===== config.mk =====
export PLATFORM = sky130hd
export DESIGN_NAME = bftl_front
export DESIGN_NICKNAME = d
export VERILOG_FILES = /design/src/design/bftl_pkg.sv /design/src/design/bftl_front.sv
export SDC_FILE = /design/constraint.sdc
export NUM_CORES = 1
export LEC_CHECK = 0
export BUFFER_PORTS_ARGS = -buffer_cell sky130_fd_sc_hd__buf_2
export CORE_AREA = 8 8 67 69
export DETAILED_ROUTE_END_ITERATION = 12
export DIE_AREA = 0 0 75 77
export PLACE_DENSITY = 0.91
export SYNTH_ARGS = -nofsm -noshare
export SYNTH_HDL_FRONTEND = slang
export SYNTH_SLANG_ARGS = --single-unit

===== constraint.sdc =====
create_clock -name vclk -period 2.2
set_clock_uncertainty 0.2 [all_clocks]
set_input_delay 0.33 -clock vclk [all_inputs]
set_output_delay 0.33 -clock vclk [all_outputs]
set_load 0.01 [all_outputs]

===== src/design/bftl_pkg.sv =====
// bftl_pkg: shared types and constants for the bitmap font text layout block
// holds the channel beat structs, config struct, queue command type and codes
// no dependencies
package bftl_pkg;

    localparam int ADV_W   = 9;
    localparam int SCALE_W = 16;
    localparam int PROD_W  = ADV_W + SCALE_W;

    localparam logic [1:0] OP_LOAD  = 2'd0;
    localparam logic [1:0] OP_START = 2'd1;
    localparam logic [1:0] OP_CHAR  = 2'd2;

    localparam logic [2:0] CFG_MONO_WIDTH     = 3'd0;
    localparam logic [2:0] CFG_CASE_SENSITIVE = 3'd1;
    localparam logic [2:0] CFG_GLYPH_HEIGHT   = 3'd2;
    localparam logic [2:0] CFG_X_SCALE        = 3'd3;
    localparam logic [2:0] CFG_Y_SCALE        = 3'd4;

    localparam logic [7:0] CH_SPACE    = 8'h20;
    localparam logic [7:0] CH_NEWLINE  = 8'h0A;
    localparam logic [7:0] CH_TAB      = 8'h09;
    localparam logic [7:0] CH_UPPER_A  = 8'h41;
    localparam logic [7:0] CH_UPPER_Z  = 8'h5A;
    localparam logic [7:0] CASE_OFFSET = 8'h20;

    localparam logic [ADV_W-1:0] SPACE_ADVANCE = 9'd7;

    typedef enum logic [2:0] {
        K_LOAD    = 3'd0,
        K_START   = 3'd1,
        K_SPACE   = 3'd2,
        K_NEWLINE = 3'd3,
        K_TAB     = 3'd4,
        K_GLYPH   = 3'd5,
        K_NOP     = 3'd6
    } kind_t;

    typedef struct packed {
        logic [1:0]         opcode;
        logic [7:0]         char_code;
        logic [15:0]        entry_position;
        logic [7:0]         entry_width;
        logic signed [15:0] start_x;
        logic signed [15:0] start_y;
    } in_item_t;

    typedef struct packed {
        logic               draw_valid;
        logic signed [15:0] dest_x;
        logic signed [15:0] dest_y;
        logic [15:0]        source_x;
        logic [7:0]         source_width;
        logic signed [15:0] next_x;
        logic signed [15:0] next_y;
    } out_item_t;

    typedef struct packed {
        logic [7:0]  mono_width;
        logic        case_sensitive;
        logic [7:0]  glyph_height;
        logic [15:0] x_scale;
        logic [15:0] y_scale;
    } cfg_t;

    typedef struct packed {
        kind_t              kind;
        logic [7:0]         code;
        logic               in_range;
        logic [15:0]        entry_position;
        logic [7:0]         entry_width;
        logic signed [15:0] start_x;
        logic signed [15:0] start_y;
    } cmd_t;

endpackage


===== src/design/bftl_front.sv =====
// bftl_front: accepts input beats, classifies them and folds case
// depends on bftl_pkg; feeds bftl_queue
module bftl_front
    import bftl_pkg::*;
#(
    parameter int GLYPH_COUNT = 256
)
(
    input  logic     in_valid,
    output logic     in_ready,
    input  in_item_t in_data,
    input  cfg_t     cfg,
    input  logic     q_full,
    output logic     q_push,
    output cmd_t     q_cmd
);

    logic [7:0] folded;

    assign in_ready = !q_full;
    assign q_push   = in_valid && !q_full;

    always_comb
    begin
        folded = in_data.char_code;
        if (!cfg.case_sensitive && in_data.char_code >= CH_UPPER_A
            && in_data.char_code <= CH_UPPER_Z)
        begin
            folded = in_data.char_code + CASE_OFFSET;
        end

        q_cmd.code           = (in_data.opcode == OP_LOAD) ? in_data.char_code : folded;
        q_cmd.in_range       = (32'(q_cmd.code) < GLYPH_COUNT);
        q_cmd.entry_position = in_data.entry_position;
        q_cmd.entry_width    = in_data.entry_width;
        q_cmd.start_x        = in_data.start_x;
        q_cmd.start_y        = in_data.start_y;

        case (in_data.opcode)
            OP_LOAD:  q_cmd.kind = K_LOAD;
            OP_START: q_cmd.kind = K_START;
            OP_CHAR:
            begin
                case (in_data.char_code)
                    CH_SPACE:   q_cmd.kind = K_SPACE;
                    CH_NEWLINE: q_cmd.kind = K_NEWLINE;
                    CH_TAB:     q_cmd.kind = K_TAB;
                    default:    q_cmd.kind = K_GLYPH;
                endcase
            end
            default:  q_cmd.kind = K_NOP;
        endcase
    end

endmodule


==> impl_results.rst, run 1 <==
.. list-table::
   :header-rows: 1

   * - Metric
     - Value
   * - Type of the tightest min-delay check
     - in2out
   * - Height of the chip
     - between 70 and 80 um
   * - Global-route usage over all layers
     - approximately 4.5%
   * - Count of cells resized by post-cts repair
     - 0
   * - RD Place Congestion
     - around 0.74
   * - Power density normalized to cell area
     - 157.4 mW/mm2
   * - Data arrival, critical path
     - 1.62 ns
   * - Drt pass-1 iters
     - 2
   * - Standby leakage power
     - between 0.15 and 0.2 nW
   * - Yosys Warn Count
     - 0
   * - Final antenna-violating net count
     - 0
   * - Count of cell types in the netlist
     - 24
   * - Setup Fix Bufs, Post-CTS
     - 0
   * - # IOs
     - 187
   * - Worst path required time
     - between 1.5 and 2 ns
   * - WL/cell
     - 14.68 um
   * - Share of the synthesized area in the top cell type
     - approximately 69%
   * - Wire length of the first global-routing pass
     - 2.139 mm
   * - Post-detail-place hpwl
     - 1.313 mm
   * - Total via count after detailed routing
     - between 300 and 400
   * - Drt total wl
     - 1.512 mm
   * - Final Cycle Share
     - 97.66%
   * - Ratio of cells with drive above 1 in the final layout
     - 54.55%
   * - Sequential cell count
     - 0
   * - Nets@finish
     - 175
   * - Post-synthesis instance total
     - between 90 and 100
   * - Core area
     - 0.003496 mm2
   * - Fraction of the yosys area taken by sequential cells
     - 0%
   * - Kind of critical path
     - in2out
   * - Maximum operating frequency
     - about 470 MHz
   * - Critical Path Sink Type
     - output pin
   * - RSZ-0062 raised after global routing
     - false
   * - Mapped Nets
     - between 200 and 250
   * - Number of core rows
     - 22
   * - Cell with the most instances after synthesis
     - sky130_fd_sc_hd__buf_4
   * - Highest fanout seen on the critical path
     - 4
   * - Post-synthesis instance area
     - 674.4 um2
   * - Hold_buf cts
     - 0
   * - Internal power of the cells
     - ~0.028 mW
   * - Average cell area after synthesis
     - 7.411 um2
   * - DIE WIDTH
     - 75 um
   * - Remaining routing DRC violations
     - 0
   * - Leftover overflow at the end of global routing
     - 0
   * - Largest area contributor in the netlist
     - sky130_fd_sc_hd__buf_4
   * - Shortest period the worst path allows
     - around 2.1 ns
   * - Number of vias per cell
     - 3.854
   * - Part of the total power dissipated in the clock network
     - 0%
   * - Final core occ
     - 11.42%
   * - Largest net degree at the start of global routing
     - 9
   * - Antenna diode instance count
     - 0
   * - Number of antenna violations at the first check in global routing
     - 0
   * - Combinational power share
     - 100.0%
   * - Setup-violating endpoint count in the final report
     - 0
   * - Net load switching power
     - 0.03435 mW
   * - Initial cell density of the core
     - approximately a fifth
   * - Number of DRC markers after the initial detailed-route iteration
     - 7
   * - Run status
     - finished clean
   * - Overall die area
     - 0.005775 mm2
   * - Sequential power share
     - 0%
   * - Layout overhead on the synthesized area
     - -40.82%
   * - Final Slew Violations
     - 0
   * - Slew of the pin with the lowest slew margin
     - around 0.50 ns
   * - Sequential standard cell area
     - 0 um2
   * - Final hold viol count
     - 0
   * - Post-route setup TNS
     - 0 ns
   * - VDD IR-drop max
     - 0.02172 mV
   * - Switching fraction of total power
     - a little over half
   * - Reported max-cap violation count
     - 0
   * - Clock buffer instance count of the final layout
     - 0
   * - Worst Setup Start Kind
     - primary input
   * - Via count of the first global-routing pass
     - a little over 400
   * - Leading post-synthesis cells by instance count
     - sky130_fd_sc_hd__buf_4, sky130_fd_sc_hd__inv_1, sky130_fd_sc_hd__nand3b_1
   * - Worst max-slew margin expressed relative to the limit
     - 66.41%
   * - Largest cells by area after synthesis
     - sky130_fd_sc_hd__buf_4, sky130_fd_sc_hd__nand3b_1, sky130_fd_sc_hd__a2111oi_2
   * - Count of port buffers added during placement
     - 26
-- per-stage QoR --
| step | std cells | power (mW) | hold WS, ns | setup WS (ns) | area, um2 |
|---|---|---|---|---|---|
| after floorplan | 91 | 0.1393 | 0.5035 | 0.4145 | 674.4 |
| after global placement | 103 | 0.06201 | 0.4601 | 0.1045 | 399.1 |
| after detailed placement | 103 | 0.06341 | 0.4601 | 0.06665 | 399.1 |
| after CTS | 103 | 0.06359 | 0.4601 | 0.06317 | 399.1 |
| after global routing | 103 | 0.07040 | 0.4600 | 0.01959 | 399.1 |
| final | 103 | 0.06283 | 0.4600 | 0.05146 | 399.1 |
-- cells in the final DEF, fill, tap and decap left out, types with 2 or more instances in the layout --
master / n
sky130_fd_sc_hd__buf_2: 26
sky130_fd_sc_hd__nand3b_1: 3
sky130_fd_sc_hd__inv_1: 3
sky130_fd_sc_hd__or4_1: 2
sky130_fd_sc_hd__nand2_1: 2
-- layer usage --
| metal | GRT usage [%] | wire [um] |
|---|---|---|
| met1 | 3.102 | 355 |
| met2 | 5.536 | 471 |
| met3 | 3.381 | 430 |
| met4 | 8.627 | 254 |
| met5 | 0 | 0 |
-- logic make-up after synthesis --
logic type | synth area share (%)
AO/OA/AOI/OAI | 12.06
adder cells (fa/ha/maj) | 1.855
buffers and inverters | 70.69
other | 0.5561
AND/OR/NAND/NOR | 14.84
-- critical path: stages --
cell and delay [ns]:
sky130_fd_sc_hd__buf_2 0.12, sky130_fd_sc_hd__or3_4 0.39, sky130_fd_sc_hd__o32ai_1 0.45, sky130_fd_sc_hd__o31a_1 0.19
sky130_fd_sc_hd__buf_2 0.13
-- power groups by stage --
| stage | sequential, mW | clock, mW | combinational (mW) |
|---|---|---|---|
| 4_1_cts | 0 | 0 | 0.0636 |
| 6_report | 0 | 0 | 0.0628 |
| 3_3_place_gp | 0 | 0 | 0.0620 |
| 3_5_place_dp | 0 | 0 | 0.0634 |
| 2_1_floorplan | 0 | 0 | 0.139 |
| 5_1_grt | 0 | 0 | 0.0704 |
-- worst paths after layout --
check | from | end | cells after the start
setup / recovery | in_data[60] | q_cmd[63] | 5
hold / removal | in_data[28] | q_cmd[28] | 0
-- final cells by class --
| class | instances | area, um2 |
|---|---|---|
| tap | 48 | 60.06 |
| timing repair buffer | 26 | 130.1 |
| fill | 411 | 3097 |
| multi-input combinational | 26 | 197.7 |
| inverter | 3 | 11.26 |
No activity file was read; power rests on OpenSTA's default activity.
==> run 2: changes to the inputs <==
CORE_AREA = unset   (was 8 8 67 69)
CORE_MARGIN = 8   (was unset)
CORE_UTILIZATION = 19   (was unset)
DIE_AREA = unset   (was 0 0 75 77)
PLACE_DENSITY = unset   (was 0.91)
PLACE_DENSITY_LB_ADDON = 0.12   (was unset)
clock period = 1.8 ns   (was 2.2 ns; I/O delays follow)
==> run 2 against run 1 <==
Effect of this change:
- power rose by 110%
- setup slack lost 0.13 ns
- utilization is 7.5 points higher
- sequential share of layout area stayed put
- global-route usage grew 1.0 points
- largest power group unchanged
- cell count is 12% higher
- largest cell class is now non-clock buffers
- first-iteration DRC count down 29%
- critical path depth unchanged
- highest routed layer unchanged
- wire length up 18%
- via count grew 11%
- the run now ends with setup timing left
- die area is 1.1% lower
- non-clock buffer count is 14 higher
==> impl_results.rst, run 2 (synthesis results as in run 1) <==
.. list-table::
   :header-rows: 1

   * - Metric
     - Value
   * - Run status
     - finished with violations
   * - Failing checks
     - setup timing
   * - Data arrival, critical path
     - 1.40 ns (-0.22 ns)
   * - Launch point of the critical path
     - in_data[57]
   * - Via count of the first global-routing pass
     - 453 (+12%)
   * - Highest fanout seen on the critical path
     - 2 (-2)
   * - Reported max-cap violation count
     - 0 (unchanged)
   * - Number of core rows
     - 21 (-4.5%)
   * - Cell total after placement
     - 113 (+9.7%)
   * - Final antenna-violating net count
     - 0 (unchanged)
   * - Initial cell density of the core
     - 20.05% (+0.76 points)
   * - Net load switching power
     - 0.05929 mW (+73%)
   * - Drt total wl
     - 1.789 mm (+18%)
   * - Part of the total power dissipated in the clock network
     - 0% (unchanged)
   * - Maximum operating frequency
     - 533.6 MHz
   * - Sequential standard cell area
     - 0 um2 (unchanged)
   * - Cell area after placement
     - 486.7 um2 (+22%)
   * - Overall die area
     - 0.005712 mm2 (-1.1%)
   * - RD Place Congestion
     - 0.6097 (-18%)
   * - Nets@finish
     - 189 (+8.0%)
   * - Height of the chip
     - 75.58 um (-1.9%)
   * - Ratio of cells with drive above 1 in the final layout
     - 73.91% (+19 points)
   * - Number of vias per cell
     - 3.835 (-0.51%)
   * - Power density normalized to cell area
     - 207.8 mW/mm2 (+32%)
   * - Hold_buf cts
     - 0 (unchanged)
   * - Post-Layout Cell Count
     - 115 (+12%)
   * - RSZ-0062 raised after global routing
     - true
   * - Standby leakage power
     - 0.2738 nW (+59%)
   * - Worst hold margin
     - 0.3400 ns (-0.1200 ns)
   * - Crit path capture
     - q_cmd[66]
   * - Global-route usage over all layers
     - 5.530% (+1.0 points)
   * - Number of antenna violations at the first check in global routing
     - 0 (unchanged)
   * - Core area
     - 0.003363 mm2 (-3.8%)
   * - DIE WIDTH
     - 75.58 um (+0.77%)
   * - Leftover overflow at the end of global routing
     - 0 (unchanged)
   * - Final hold viol count
     - 0 (unchanged)
   * - Combinational power share
     - 100.0% (about the same)
   * - WL/cell
     - 15.56 um (+6.0%)
   * - Final Slew Violations
     - 0 (unchanged)
   * - Number of DRC markers after the initial detailed-route iteration
     - 5 (-2)
   * - Type of the tightest min-delay check
     - in2out
   * - Worst Setup Start Kind
     - primary input
   * - Internal power of the cells
     - 0.07279 mW (+160%)
   * - # IOs
     - 187 (unchanged)
   * - Sequential power share
     - 0% (unchanged)
   * - Shortest period the worst path allows
     - around 1.9 ns
   * - Worst Hold Path Cells
     - 0 (unchanged)
   * - Sequential cell count
     - 0 (unchanged)
   * - Setup slack of the critical path after layout
     - -0.07391 ns (-0.1254 ns)
   * - Setup WS pre-CTS
     - -0.1792 ns (-0.2459 ns)
   * - Final core occ
     - 18.90% (+7.5 points)
   * - Clock buffer instance count of the final layout
     - 0 (unchanged)
   * - Total via count after detailed routing
     - 441 (+11%)
   * - Worst path required time
     - 1.33 ns (-0.34 ns)
   * - Most frequent cells in the layout
     - sky130_fd_sc_hd__buf_2, sky130_fd_sc_hd__buf_4, sky130_fd_sc_hd__buf_6, sky130_fd_sc_hd__nand3b_1, sky130_fd_sc_hd__inv_1
   * - Post-detail-place hpwl
     - 1.492 mm (+14%)
   * - Remaining routing DRC violations
     - 0 (unchanged)
   * - Setup-violating endpoint count in the final report
     - 6 (+6)
   * - Final Cycle Share
     - 104.1%
   * - VDD IR-drop max
     - 0.04548 mV (+110%)
   * - Largest net degree at the start of global routing
     - 9 (unchanged)
   * - Post-route setup TNS
     - -0.2575 ns (-0.2575 ns)
   * - Most common cell after layout, fill and taps aside
     - sky130_fd_sc_hd__buf_2
   * - Wire length of the first global-routing pass
     - 2.511 mm (+17%)
   * - Final design instance area without fill
     - 635.6 um2 (+59%)
   * - Switching fraction of total power
     - 44.89% (-9.8 points)
   * - Drt pass-1 iters
     - 2 (unchanged)
   * - Count of port buffers added during placement
     - 26 (unchanged)
   * - Total power
     - 0.1321 mW (+110%)
   * - Kind of critical path
     - in2out
   * - Antenna diode instance count
     - 0 (unchanged)
   * - Critical Path Sink Type
     - output pin
   * - Layout overhead on the synthesized area
     - -5.751%
[run 2: cell type report]
| type | instances | area, um2 |
|---|---|---|
| inverters | 3 | 11.26 |
| multi-input cells | 26 | 279.0 |
| well taps | 46 | 57.56 |
| repair buffers | 40 | 287.8 |
| fillers | 397 | 2728 |
[run 2: worst min path at each step]
stage	slack (ns)	end	from
2_1_floorplan	0.38	in_ready	q_full
3_3_place_gp	0.34	q_cmd[0]	in_data[0]
3_5_place_dp	0.34	q_cmd[0]	in_data[0]
4_1_cts	0.34	q_cmd[0]	in_data[0]
5_1_grt	0.34	q_cmd[48]	in_data[48]
6_report	0.34	q_cmd[10]	in_data[10]
[run 2: worst max-delay path: stages]
cell,delay (ns)
sky130_fd_sc_hd__buf_6,0.09
sky130_fd_sc_hd__or3b_4,0.39
sky130_fd_sc_hd__a2111oi_4,0.38
sky130_fd_sc_hd__o21a_1,0.15
sky130_fd_sc_hd__buf_2,0.12
[run 2: layer usage]
layer	track usage [%]	part of all wire, %	up-vias	wire [um]
met5	0	0	-	0
met4	2.772	3.6	0	65
met3	5.000	24	12	432
met2	8.245	41	44	734
met1	5.094	31	190	558
li1	-	-	195	-
[run 2: power by group through the flow]
stage,clock network [mW],logic (mW),registers (mW)
floorplan,0,0.170,0
global placement,0,0.100,0
detailed placement,0,0.0998,0
CTS,0,0.119,0
global route,0,0.145,0
finish,0,0.132,0
[run 2: what timing repair did]
action / 4_1_cts / 5_1_grt
gates resized for setup: 18 / 10
setup endpoints to repair: 6 / 6
setup buffers: 1 / 1
pin swaps: 8 / 6
