`src/design/bftl_pkg.sv`:
```
// bftl_pkg: shared types and constants for the bitmap font text layout block
// holds the channel beat structs, config struct, queue command type and codes
// no dependencies
package bftl_pkg;

    localparam int ADV_W   = 9;
    localparam int SCALE_W = 16;
    localparam int PROD_W  = ADV_W + SCALE_W;

    localparam logic [1:0] OP_LOAD  = 2'd0;
    localparam logic [1:0] OP_START = 2'd1;
    localparam logic [1:0] OP_CHAR  = 2'd2;

    localparam logic [2:0] CFG_MONO_WIDTH     = 3'd0;
    localparam logic [2:0] CFG_CASE_SENSITIVE = 3'd1;
    localparam logic [2:0] CFG_GLYPH_HEIGHT   = 3'd2;
    localparam logic [2:0] CFG_X_SCALE        = 3'd3;
    localparam logic [2:0] CFG_Y_SCALE        = 3'd4;

    localparam logic [7:0] CH_SPACE    = 8'h20;
    localparam logic [7:0] CH_NEWLINE  = 8'h0A;
    localparam logic [7:0] CH_TAB      = 8'h09;
    localparam logic [7:0] CH_UPPER_A  = 8'h41;
    localparam logic [7:0] CH_UPPER_Z  = 8'h5A;
    localparam logic [7:0] CASE_OFFSET = 8'h20;

    localparam logic [ADV_W-1:0] SPACE_ADVANCE = 9'd7;

    typedef enum logic [2:0] {
        K_LOAD    = 3'd0,
        K_START   = 3'd1,
        K_SPACE   = 3'd2,
        K_NEWLINE = 3'd3,
        K_TAB     = 3'd4,
        K_GLYPH   = 3'd5,
        K_NOP     = 3'd6
    } kind_t;

    typedef struct packed {
        logic [1:0]         opcode;
        logic [7:0]         char_code;
        logic [15:0]        entry_position;
        logic [7:0]         entry_width;
        logic signed [15:0] start_x;
        logic signed [15:0] start_y;
    } in_item_t;

    typedef struct packed {
        logic               draw_valid;
        logic signed [15:0] dest_x;
        logic signed [15:0] dest_y;
        logic [15:0]        source_x;
        logic [7:0]         source_width;
        logic signed [15:0] next_x;
        logic signed [15:0] next_y;
    } out_item_t;

    typedef struct packed {
        logic [7:0]  mono_width;
        logic        case_sensitive;
        logic [7:0]  glyph_height;
        logic [15:0] x_scale;
        logic [15:0] y_scale;
    } cfg_t;

    typedef struct packed {
        kind_t              kind;
        logic [7:0]         code;
        logic               in_range;
        logic [15:0]        entry_position;
        logic [7:0]         entry_width;
        logic signed [15:0] start_x;
        logic signed [15:0] start_y;
    } cmd_t;

endpackage

```
`src/design/bftl_queue.sv`:
```
// bftl_queue: two-entry command queue between front and back
// depends on bftl_pkg
module bftl_queue
    import bftl_pkg::*;
(
    input  logic clk,
    input  logic rst_n,
    input  logic push,
    input  cmd_t push_cmd,
    input  logic pop,
    output cmd_t head,
    output logic full,
    output logic empty
);

    cmd_t       slot_reg [2];
    logic       wr_ptr_reg;
    logic       rd_ptr_reg;
    logic [1:0] count_reg;

    assign full  = (count_reg == 2'd2);
    assign empty = (count_reg == 2'd0);
    assign head  = slot_reg[rd_ptr_reg];

    always_ff @(posedge clk or negedge rst_n)
    begin
        if (!rst_n)
        begin
            wr_ptr_reg <= 1'b0;
            rd_ptr_reg <= 1'b0;
            count_reg  <= 2'd0;
        end
        else
        begin
            if (push)
            begin
                wr_ptr_reg <= !wr_ptr_reg;
            end
            if (pop)
            begin
                rd_ptr_reg <= !rd_ptr_reg;
            end
            if (push && !pop)
            begin
                count_reg <= count_reg + 2'd1;
            end
            else if (pop && !push)
            begin
                count_reg <= count_reg - 2'd1;
            end
        end
    end

    always_ff @(posedge clk)
    begin
        if (push)
        begin
            slot_reg[wr_ptr_reg] <= push_cmd;
        end
    end

endmodule

```
`config.mk`:
```
export PLATFORM = sky130hd
export DESIGN_NAME = bftl_queue
export DESIGN_NICKNAME = d
export VERILOG_FILES = /design/src/design/bftl_pkg.sv /design/src/design/bftl_queue.sv
export SDC_FILE = /design/constraint.sdc
export NUM_CORES = 1
export LEC_CHECK = 0
export ABC_CLOCK_PERIOD_IN_PS = 4500
export CORE_MARGIN = 4
export CORE_UTILIZATION = 62
export CTS_BUF_LIST = sky130_fd_sc_hd__clkbuf_16
export DETAILED_ROUTE_END_ITERATION = 10
export DONT_BUFFER_PORTS = 1
export PLACE_DENSITY_LB_ADDON = 0.05
export SYNTH_ARGS = -nofsm -noshare
export SYNTH_HDL_FRONTEND = slang
export SYNTH_SLANG_ARGS = --single-unit
```
`constraint.sdc`:
```
create_clock -name clk -period 4.5 [get_ports clk]
set_input_delay 0.45 -clock clk [delete_from_list [all_inputs] [get_ports clk]]
set_output_delay 0.45 -clock clk [all_outputs]
set_load 0.02 [all_outputs]
```
==> run_results.csv, run 1 <==
group,metric,value,unit
power_and_ir_drop,switching_share,30.18,%
sta,fin_hold_ws,0.1343,ns
sta,finalSetupViolCount,0,
worst_setup_path,crit_type,"register to primary output",
drt,vias,2033,
global_routing,grt_usage,17.53,%
global_routing,grt_pass1_wl,12580,um
sta,worst_slew_pin_slew,0.9783,ns
floorplanning,coreArea,7888,sq um
synthesis,syn_area,5136,sq um
floorplanning,initial_core_util,65.12,%
sta,setup_tns,0,ns
synthesis,ys.warnings.count,0,
sta,fmax,372.7,MHz
synthesis,synth_cells,228,
worst_setup_path,worstReg2RegEnd,"slot_reg[0][40]",
sta,rsz0062_at_grt,"false",
min_path,hold_start,"pop",
synthesis,synth_area_per_cell,22.53,sq um
floorplanning,dieArea,9804,sq um
worst_setup_path,cp-end-kind,"primary output",
power_and_ir_drop,switching_power,1272,uW
layout,syn_to_final_growth,13.37,%
power_and_ir_drop,p_int,2944,uW
floorplanning,die_y,99.02,um
floorplanning,ios,142,
floorplanning,die_w,99.02,um
worst_setup_path,path_delay_family,"flip-flops",
worst_setup_path,r2r-start,"wr_ptr_reg",
clocking,cts_root_buf,"clkbuf_16",
clocking,cts_tree,"yes",
worst_setup_path,worstRegToRegCells,2,
layout,fin_nets,316,
min_path,min_delay_path_depth,1,
power_and_ir_drop,p_clk_share,31.7,%
sta,timing.final.crit_share,59.63,%
job,maxCapViolCount,0,
outcome,status,"finished, final reports clean",
global_routing,grt_pass1_vias,2216,
drt,drt_iter0_markers,62,
clocking,ctsResizeCount,0,
worst_setup_path,crit_path_start_kind,"register",
global_routing,grt_antenna_before_repair,0,
floorplanning,num_rows,32,
drt,antenna_left,0,
placed_design,io_buffers,0,
min_path,hp-class,"input pin to register",
clocking,htreeDepth,4,
synthesis,synth.yosys.seq_area_share,81.46,%
drt,firstDrtPassIters,4,
global_routing,grt_overflow,0,
sta,hold_violations,0,
worst_setup_path,crit_arrival,2.23,ns
worst_setup_path,critPathRequiredTime,4.05,ns
synthesis,ys_ff_latch,140,
worst_setup_path,crit_path_max_fanout,39,
clocking,clock-sinks,140,
worst_setup_path,critPathBufInv,1,
sta,fin_crit,2.683,ns
placed_design,dpl.hpwl,5785,um
power_and_ir_drop,p_per_area,724.1,nW/um^2
power_and_ir_drop,p_comb_share,24.3,%
drt,drcViolationCount,0,
worst_setup_path,regToRegSetupSlack,2.37,ns
clocking,cts_buffers,17,
sta,slew_violations,0,
layout,largest_register_ffs,136,
power_and_ir_drop,ir_drop,0.0003682,V
min_path,holdPathEnd,"rd_ptr_reg",
sta,finClkSkew,0.006930,ns
placed_design,postPlaceCellArea,5234,sq um
synthesis,syn_nets,301,
drt,routed_wl,8326,um
power_and_ir_drop,p_seq_share,44.1,%
power_and_ir_drop,p_leak,0.001982,uW
drt,viasPerCell,5.695,
clocking,clock_latency,0.40,ns
global_routing,grt_max_degree,40,
synthesis,ys_types,14,
clocking,clk_pin_slew,0.05,ns
sta,relSlewSlack,34.64,%
layout,design_area,5823,sq um
clocking,clk_path_buf_depth,2,
worst_setup_path,cp_cell_sequence,"buf_4 -> mux2_2",
worst_setup_path,slowest_delay,0.77,ns
layout,antennaDiodeCount,0,
placed_design,place.gp.congestion,0.6976,
worst_setup_path,crit_slowest_cell,"dfrtp_2",
layout,drive_above_1_share,40.00,%
drt,wire_per_inst,23.32,um
-- layout by cell type, fill, tap and decap left out --
cell,count
dlygate4sd3_1,1
mux2_4,10
mux2_2,58
dfrtp_1,3
edfxtp_1,136
clkinv_2,4
nor2b_1,1
clkbuf_16,17
clkinv_1,3
inv_1,1
clkinv_4,2
ha_1,1
bufinv_16,3
nor2b_4,1
xor2_1,4
and2_2,1
dfrtp_2,1
clkinvlp_4,2
xnor2_1,1
nor2_1,2
buf_4,3
-- power groups by stage --
stage | logic [uW] | clock network [uW] | registers [uW]
6_report | 1020 | 1330 | 1860
5_1_grt | 1080 | 1430 | 1880
4_1_cts | 1040 | 1350 | 1860
3_5_place_dp | 1040 | 0 | 1890
3_3_place_gp | 1020 | 0 | 1860
2_1_floorplan | 980 | 0 | 1820
-- metrics by stage --
step                total power [uW]  std cells  setup WS (ns)  utilization (%)
finish                          4216        357          1.817            73.83
global route                    4390        357          1.672            73.83
CTS                             4260        357          1.765            73.83
detailed placement              2924        325          2.198            66.35
global placement                2879        325          2.237            66.35
floorplan                       2803        228         0.5621                -
-- layer usage --
layer	global-route usage, %	up-vias	routed length (um)	share of wire, %
met5	0	-	0	0
met4	7.563	0	99	1.2
met3	9.625	9	1019	12
met2	29.24	100	4336	52
met1	18.23	996	2871	34
li1	-	928	-	-
-- kinds of logic after synthesis --
kind of cell / share of synthesized area [%]
flip-flops: 81.46
multiplexers: 15.64
XOR/XNOR: 0.8526
adder cells (fa/ha/maj): 0.2436
buffers and inverters: 1.291
AND/OR/NAND/NOR: 0.5117
-- what timing repair did --
item                      CTS  global route
hold buffers                1             0
hold endpoints to repair    4             0
setup buffers               0             0
-- worst register-to-register path, delay by kind of cell, from the launching register on --
kind                   cells  cell delay (ns)
buffers and inverters      1             0.56
DFF                        1             0.43
and+or+nand+nor            1             0.78
-- cells in the mapped netlist --
library cell / n / area share, %
edfxtp_1: 136 / 80
buf_2: 5 / 0.49
buf_8: 1 / 0.29
ha_1: 1 / 0.24
nor2_1: 2 / 0.15
buf_6: 2 / 0.44
xnor2_1: 1 / 0.17
xor2_1: 4 / 0.68
mux2_2: 58 / 13
nor2b_1: 2 / 0.24
inv_1: 1 / 0.073
and2_1: 1 / 0.12
mux2_4: 10 / 2.9
dfrtp_1: 4 / 1.9
-- layout make-up --
cell class | instances | area [sq um]
clock buffer | 17 | 425.4
clock inverter | 14 | 153.9
fill | 432 | 2064
inverter | 1 | 3.754
multi-input combinational | 79 | 894.6
sequential | 140 | 4185
tap | 102 | 127.6
timing repair buffer | 4 | 32.53
-- how the worst max path moves through the flow --
stage | startpoint | cells after the start | endpoint | slack (ns)
after floorplan | push | 1 | slot_reg[0][0] | 0.56
after global placement | rd_ptr_reg | 2 | head[36] | 2.24
after detailed placement | rd_ptr_reg | 2 | head[35] | 2.20
after CTS | rd_ptr_reg | 2 | head[33] | 1.76
after global routing | rd_ptr_reg | 2 | head[33] | 1.67
final | rd_ptr_reg | 2 | head[35] | 1.82
Note: power is estimated with default switching activity, not from simulation.
==> inputs of run 2 (changes only) <==
--- a/config.mk
+++ b/config.mk
@@ -5,9 +5,9 @@
 export SDC_FILE = /design/constraint.sdc
 export NUM_CORES = 1
 export LEC_CHECK = 0
-export ABC_CLOCK_PERIOD_IN_PS = 4500
+export ABC_CLOCK_PERIOD_IN_PS = 2310
 export CORE_MARGIN = 4
-export CORE_UTILIZATION = 62
+export CORE_UTILIZATION = 56
 export CTS_BUF_LIST = sky130_fd_sc_hd__clkbuf_16
 export DETAILED_ROUTE_END_ITERATION = 10
 export DONT_BUFFER_PORTS = 1
==> constraint.sdc (replaced) <==
create_clock -name clk -period 2.31 [get_ports clk]
set_input_delay 0.231 -clock clk [delete_from_list [all_inputs] [get_ports clk]]
set_output_delay 0.231 -clock clk [all_outputs]
set_load 0.02 [all_outputs]
==> run_results.csv, run 2 (synthesized netlist as in run 1, its figures left out) <==
group,metric,value,unit
global_routing,grt_pass1_wl,14060,um
worst_setup_path,crit_type,"register to primary output",
placed_design,place.gp.congestion,0.7001,
layout,final_common_cell,"edfxtp_1",
sta,relSlewSlack,62.73,%
clocking,clock-sinks,140,
global_routing,grt_overflow,0,
min_path,min_delay_path_depth,2,
placed_design,io_buffers,0,
power_and_ir_drop,p_total,8113,uW
worst_setup_path,crit_path_start_kind,"register",
clocking,htreeDepth,4,
sta,hold_violations,0,
drt,wire_per_inst,20.42,um
layout,design_area,6511,sq um
floorplanning,die_y,103.8,um
layout,syn_to_final_growth,26.77,%
drt,antenna_left,0,
sta,fmax,495.0,MHz
clocking,cts_root_buf,"clkbuf_16",
sta,finalSetupViolCount,0,
worst_setup_path,critPathRequiredTime,2.08,ns
worst_setup_path,regToRegSetupSlack,0.84,ns
floorplanning,coreArea,8806,sq um
layout,largest_register_ffs,136,
sta,slew_violations,0,
worst_setup_path,cp-end-kind,"primary output",
drt,firstDrtPassIters,4,
global_routing,grt_max_degree,43,
power_and_ir_drop,ir_drop,0.0008195,V
power_and_ir_drop,p_per_area,1246,nW/um^2
sta,timing.final.crit_share,87.45,%
global_routing,grt_pass1_vias,2566,
floorplanning,dieArea,10770,sq um
floorplanning,ios,142,
floorplanning,initial_core_util,58.33,%
clocking,clock_latency,0.40,ns
placed_design,postPlaceCellArea,5279,sq um
clocking,cts_tree,"yes",
floorplanning,die_w,103.8,um
clocking,ctsResizeCount,0,
drt,vias,2322,
min_path,hp-class,"input pin to register",
global_routing,grt_antenna_before_repair,0,
clocking,clk_pin_slew,0.05,ns
worst_setup_path,crit_path_max_fanout,21,
sta,rsz0062_at_grt,"false",
drt,routed_wl,8925,um
layout,antennaDiodeCount,0,
power_and_ir_drop,p_leak,0.002274,uW
worst_setup_path,worstRegToRegCells,2,
global_routing,grt_usage,17.32,%
job,maxCapViolCount,0,
sta,fin_crit,2.020,ns
sta,worst_slew_pin_slew,0.5590,ns
floorplanning,num_rows,34,
sta,finClkSkew,0.01422,ns
drt,viasPerCell,5.314,
drt,drt_iter0_markers,69,
layout,final_cell_mix,"edfxtp_1, dlygate4sd3_1, mux2_2",
clocking,cts_buffers,17,
outcome,status,"finished, final reports clean",
clocking,clk_path_buf_depth,2,
layout,drive_above_1_share,30.40,%
worst_setup_path,crit_arrival,1.79,ns
drt,drcViolationCount,0,
sta,setup_tns,0,ns
layout,fin_nets,389,
placed_design,dpl.hpwl,5703,um
## run 2: cell types whose count changed in the layout (fill, tap and decap cells not counted), sizes merged
cell | previous run | this run
dlygate4sd3 | 1 | 71
inv | 1 | 5
buf | 3 | 6
bufinv | 3 | 1
clkinv | 9 | 7
clkinvlp | 2 | 3
## run 2: timing repair
| item | 4_1_cts | 5_1_grt |
|---|---|---|
| buffers inserted | 0 | 0 |
| hold buffers | 71 | 0 |
| hold endpoints to repair | 142 | 0 |
## run 2: through the flow
| step | setup slack (ns) | hold WS (ns) | instances | util (%) |
|---|---|---|---|---|
| final | 0.2899 | 0.06970 | 437 | 73.94 |
| after detailed placement | 0.7016 | -0.06445 | 334 | 59.95 |
| after floorplan | 0.4541 | -0.06459 | 228 | - |
| after global routing | 0.2060 | 0.08246 | 437 | 73.94 |
| after CTS | 0.2666 | 0.05596 | 437 | 73.94 |
| after global placement | 0.7472 | -0.06443 | 334 | 59.95 |
## run 2: worst paths after layout
kind                         startpoint               to
min in group asynchronous         rst_n     count_reg[1]
setup / recovery             rd_ptr_reg          head[8]
max in group asynchronous         rst_n       rd_ptr_reg
setup reg to reg             wr_ptr_reg  slot_reg[1][10]
hold / removal                     push     count_reg[0]
hold reg to reg            count_reg[1]     count_reg[1]
## run 2: final cells by class
class,count,area [sq um]
Clock buffer,17,425.4
Clock inverter,15,96.34
Fill cell,509,2295
Inverter,1,3.754
Multi-Input combinational cell,79,894.6
Sequential cell,140,4188
Tap cell,108,135.1
Timing Repair Buffer,77,768.2
## run 2: critical path, stage by stage (launching register included)
cell and delay (ns):
dfrtp_4 0.61, buf_4 0.33, mux2_2 0.44
## run 2: layer usage
layer  wire length (um)  global-route usage (%)  share of wire, %  vias to the layer above
li1                   -                       -                 -                     1080
met1               3342                   18.63                37                     1138
met2               4764                   29.35                53                       92
met3                650                   8.396               7.3                       12
met4                167                   7.123               1.9                        0
met5                  0                       0                 0                        -
## run 2: power breakdown
group,internal (uW),leakage (uW),switching [uW],total [uW]
sequential,3380,0.00132,204,3590
combinational,804,0.000691,1400,2200
clock,1440,0.000261,888,2320
==> inputs of run 3 (changes only) <==
--- a/config.mk
+++ b/config.mk
@@ -5,12 +5,13 @@
 export SDC_FILE = /design/constraint.sdc
 export NUM_CORES = 1
 export LEC_CHECK = 0
-export ABC_CLOCK_PERIOD_IN_PS = 2310
+export ABC_CLOCK_PERIOD_IN_PS = 2100
 export CORE_MARGIN = 4
-export CORE_UTILIZATION = 56
+export CORE_UTILIZATION = 62
 export CTS_BUF_LIST = sky130_fd_sc_hd__clkbuf_16
 export DETAILED_ROUTE_END_ITERATION = 10
 export DONT_BUFFER_PORTS = 1
+export MAX_ROUTING_LAYER = met4
 export PLACE_DENSITY_LB_ADDON = 0.05
 export SYNTH_ARGS = -nofsm -noshare
 export SYNTH_HDL_FRONTEND = slang
==> constraint.sdc (replaced) <==
create_clock -name clk -period 2.1 [get_ports clk]
set_input_delay 0.21 -clock clk [delete_from_list [all_inputs] [get_ports clk]]
set_output_delay 0.21 -clock clk [all_outputs]
set_load 0.02 [all_outputs]
==> run_results.csv, run 3 (synthesized netlist as in run 1, its figures left out) <==
group,metric,value,unit
worst_setup_path,crit_slowest_cell,"mux2_2",
clocking,clock_latency,0.40,ns
clocking,cts_buffers,17,
drt,routed_wl,9550,um
placed_design,place.gp.congestion,0.7138,
clocking,clk_pin_slew,0.06,ns
global_routing,grt_antenna_before_repair,0,
worst_setup_path,critPathRequiredTime,1.89,ns
power_and_ir_drop,p_comb_share,26.8,%
worst_setup_path,cp-end-kind,"primary output",
clocking,post-cts-setup-buffer-count,0,
drt,vias,2376,
sta,fin_crit,1.830,ns
worst_setup_path,crit_path_max_fanout,69,
floorplanning,coreArea,7888,sq um
power_and_ir_drop,p_clk_share,31.6,%
layout,final_cell_mix,"edfxtp_1, dlygate4sd3_1, mux2_2",
drt,antenna_left,0,
power_and_ir_drop,ir_drop,0.001032,V
global_routing,grt_overflow,0,
min_path,hp-class,"input pin to register",
worst_setup_path,path_delay_family,"multiplexers",
sta,setup_ws,0.2702,ns
drt,drcViolationCount,0,
global_routing,grt_pass1_wl,14530,um
global_routing,grt_usage,20.99,%
placed_design,io_buffers,0,
floorplanning,die_w,99.02,um
layout,final_common_cell,"edfxtp_1",
clocking,cts_root_buf,"clkbuf_16",
sta,relSlewSlack,70.09,%
power_and_ir_drop,p_seq_share,41.5,%
clocking,cts_tree,"yes",
global_routing,grt_max_degree,70,
job,maxCapViolCount,0,
worst_setup_path,r2r-start,"wr_ptr_reg",
clocking,clock-sinks,140,
outcome,status,"finished, final reports clean",
clocking,htreeDepth,4,
floorplanning,initial_core_util,65.12,%
power_and_ir_drop,p_int,6472,uW
worst_setup_path,crit_start,"rd_ptr_reg",
clocking,clk_path_buf_depth,2,
worst_setup_path,crit_arrival,1.62,ns
layout,drive_above_1_share,31.90,%
sta,worst_slew_pin_slew,0.4478,ns
sta,timing.final.crit_share,87.13,%
floorplanning,num_rows,32,
sta,hold_violations,0,
drt,firstDrtPassIters,4,
floorplanning,die_y,99.02,um
floorplanning,dieArea,9804,sq um
worst_setup_path,slowest_delay,0.46,ns
worst_setup_path,cp_cell_sequence,"buf_12 -> mux2_2",
sta,rsz0062_at_grt,"false",
power_and_ir_drop,switching_power,2888,uW
layout,syn_to_final_growth,28.09,%
floorplanning,ios,142,
layout,largest_register_ffs,136,
worst_setup_path,critPathBufInv,1,
sta,slew_violations,0,
sta,fmax,546.5,MHz
worst_setup_path,crit_type,"register to primary output",
placed_design,dpl_worst_slack,0.7201,ns
global_routing,grt_pass1_vias,2589,
placed_design,dpl.hpwl,5430,um
power_and_ir_drop,p_per_area,1423,nW/um^2
layout,antennaDiodeCount,0,
layout,fin_nets,386,
power_and_ir_drop,p_leak,0.002294,uW
sta,setup_tns,0,ns
sta,finalSetupViolCount,0,
drt,drt_iter0_markers,87,
sta,finClkSkew,0.007845,ns
power_and_ir_drop,switching_share,30.86,%
min_path,hold_start,"push",
worst_setup_path,crit_path_start_kind,"register",
drt,wire_per_inst,22.31,um
drt,viasPerCell,5.551,
layout,fillers,353,
-- run 3: worst register-to-register path, cell delays in order, from the launching register on --
cell     delay [ns]
dfrtp_1        0.43
and2_2         0.20
buf_12         0.31
-- run 3: layer usage --
metal | vias to the layer above | global-route usage [%] | share of wire, %
li1 | 1078 | - | -
met1 | 1165 | 22.90 | 35
met2 | 109 | 34.56 | 55
met3 | 24 | 7.360 | 7.4
met4 | 0 | 9.559 | 2.6
met5 | - | - | 0
-- run 3: final cells by class --
type | instances | area (sq um) | area share (%)
flip-flops and latches | 140 | 4185 | 63.62
multi-input cells | 79 | 894.6 | 13.60
clock inverters | 15 | 171.4 | 2.606
clock buffers | 17 | 425.4 | 6.466
inverters | 1 | 3.754 | 0.05706
well taps | 102 | 127.6 | 1.940
repair buffers | 74 | 770.7 | 11.72
-- run 3: per-stage QoR --
stage | utilization (%) | hold slack, ns | instance area (sq um) | instances | total power (uW)
5_1_grt | 83.41 | 0.07549 | 6579 | 428 | 9721
2_1_floorplan | - | -0.08559 | 5145 | 228 | 5980
3_5_place_dp | 66.83 | -0.08550 | 5271 | 325 | 6318
6_report | 83.41 | 0.06611 | 6579 | 428 | 9360
3_3_place_gp | 66.83 | -0.08548 | 5271 | 325 | 6221
4_1_cts | 83.41 | 0.04867 | 6579 | 428 | 9381
-- run 3: what timing repair did --
item	in CTS	in global routing
resized for setup	0	0
hold endpoints to repair	142	0
hold buffers	71	0
-- run 3: worst paths after layout --
check | end | slack [ns] | cells after the start
max | head[1] | 0.27 | 2
min | count_reg[0] | 0.07 | 2
max reg2reg | slot_reg[1][13] | 0.75 | 2
min reg2reg | count_reg[1] | 0.55 | 1
max in group asynchronous | rd_ptr_reg | 1.81 | 1
min in group asynchronous | wr_ptr_reg | 0.08 | 1
-- run 3: power by group through the flow --
stage	Sequential (uW)	Combinational [uW]	Clock [uW]
6_report	3890	2510	2960
5_1_grt	3930	2640	3150
4_1_cts	3880	2530	2980
3_5_place_dp	3930	2390	0
3_3_place_gp	3890	2330	0
2_1_floorplan	3870	2110	0
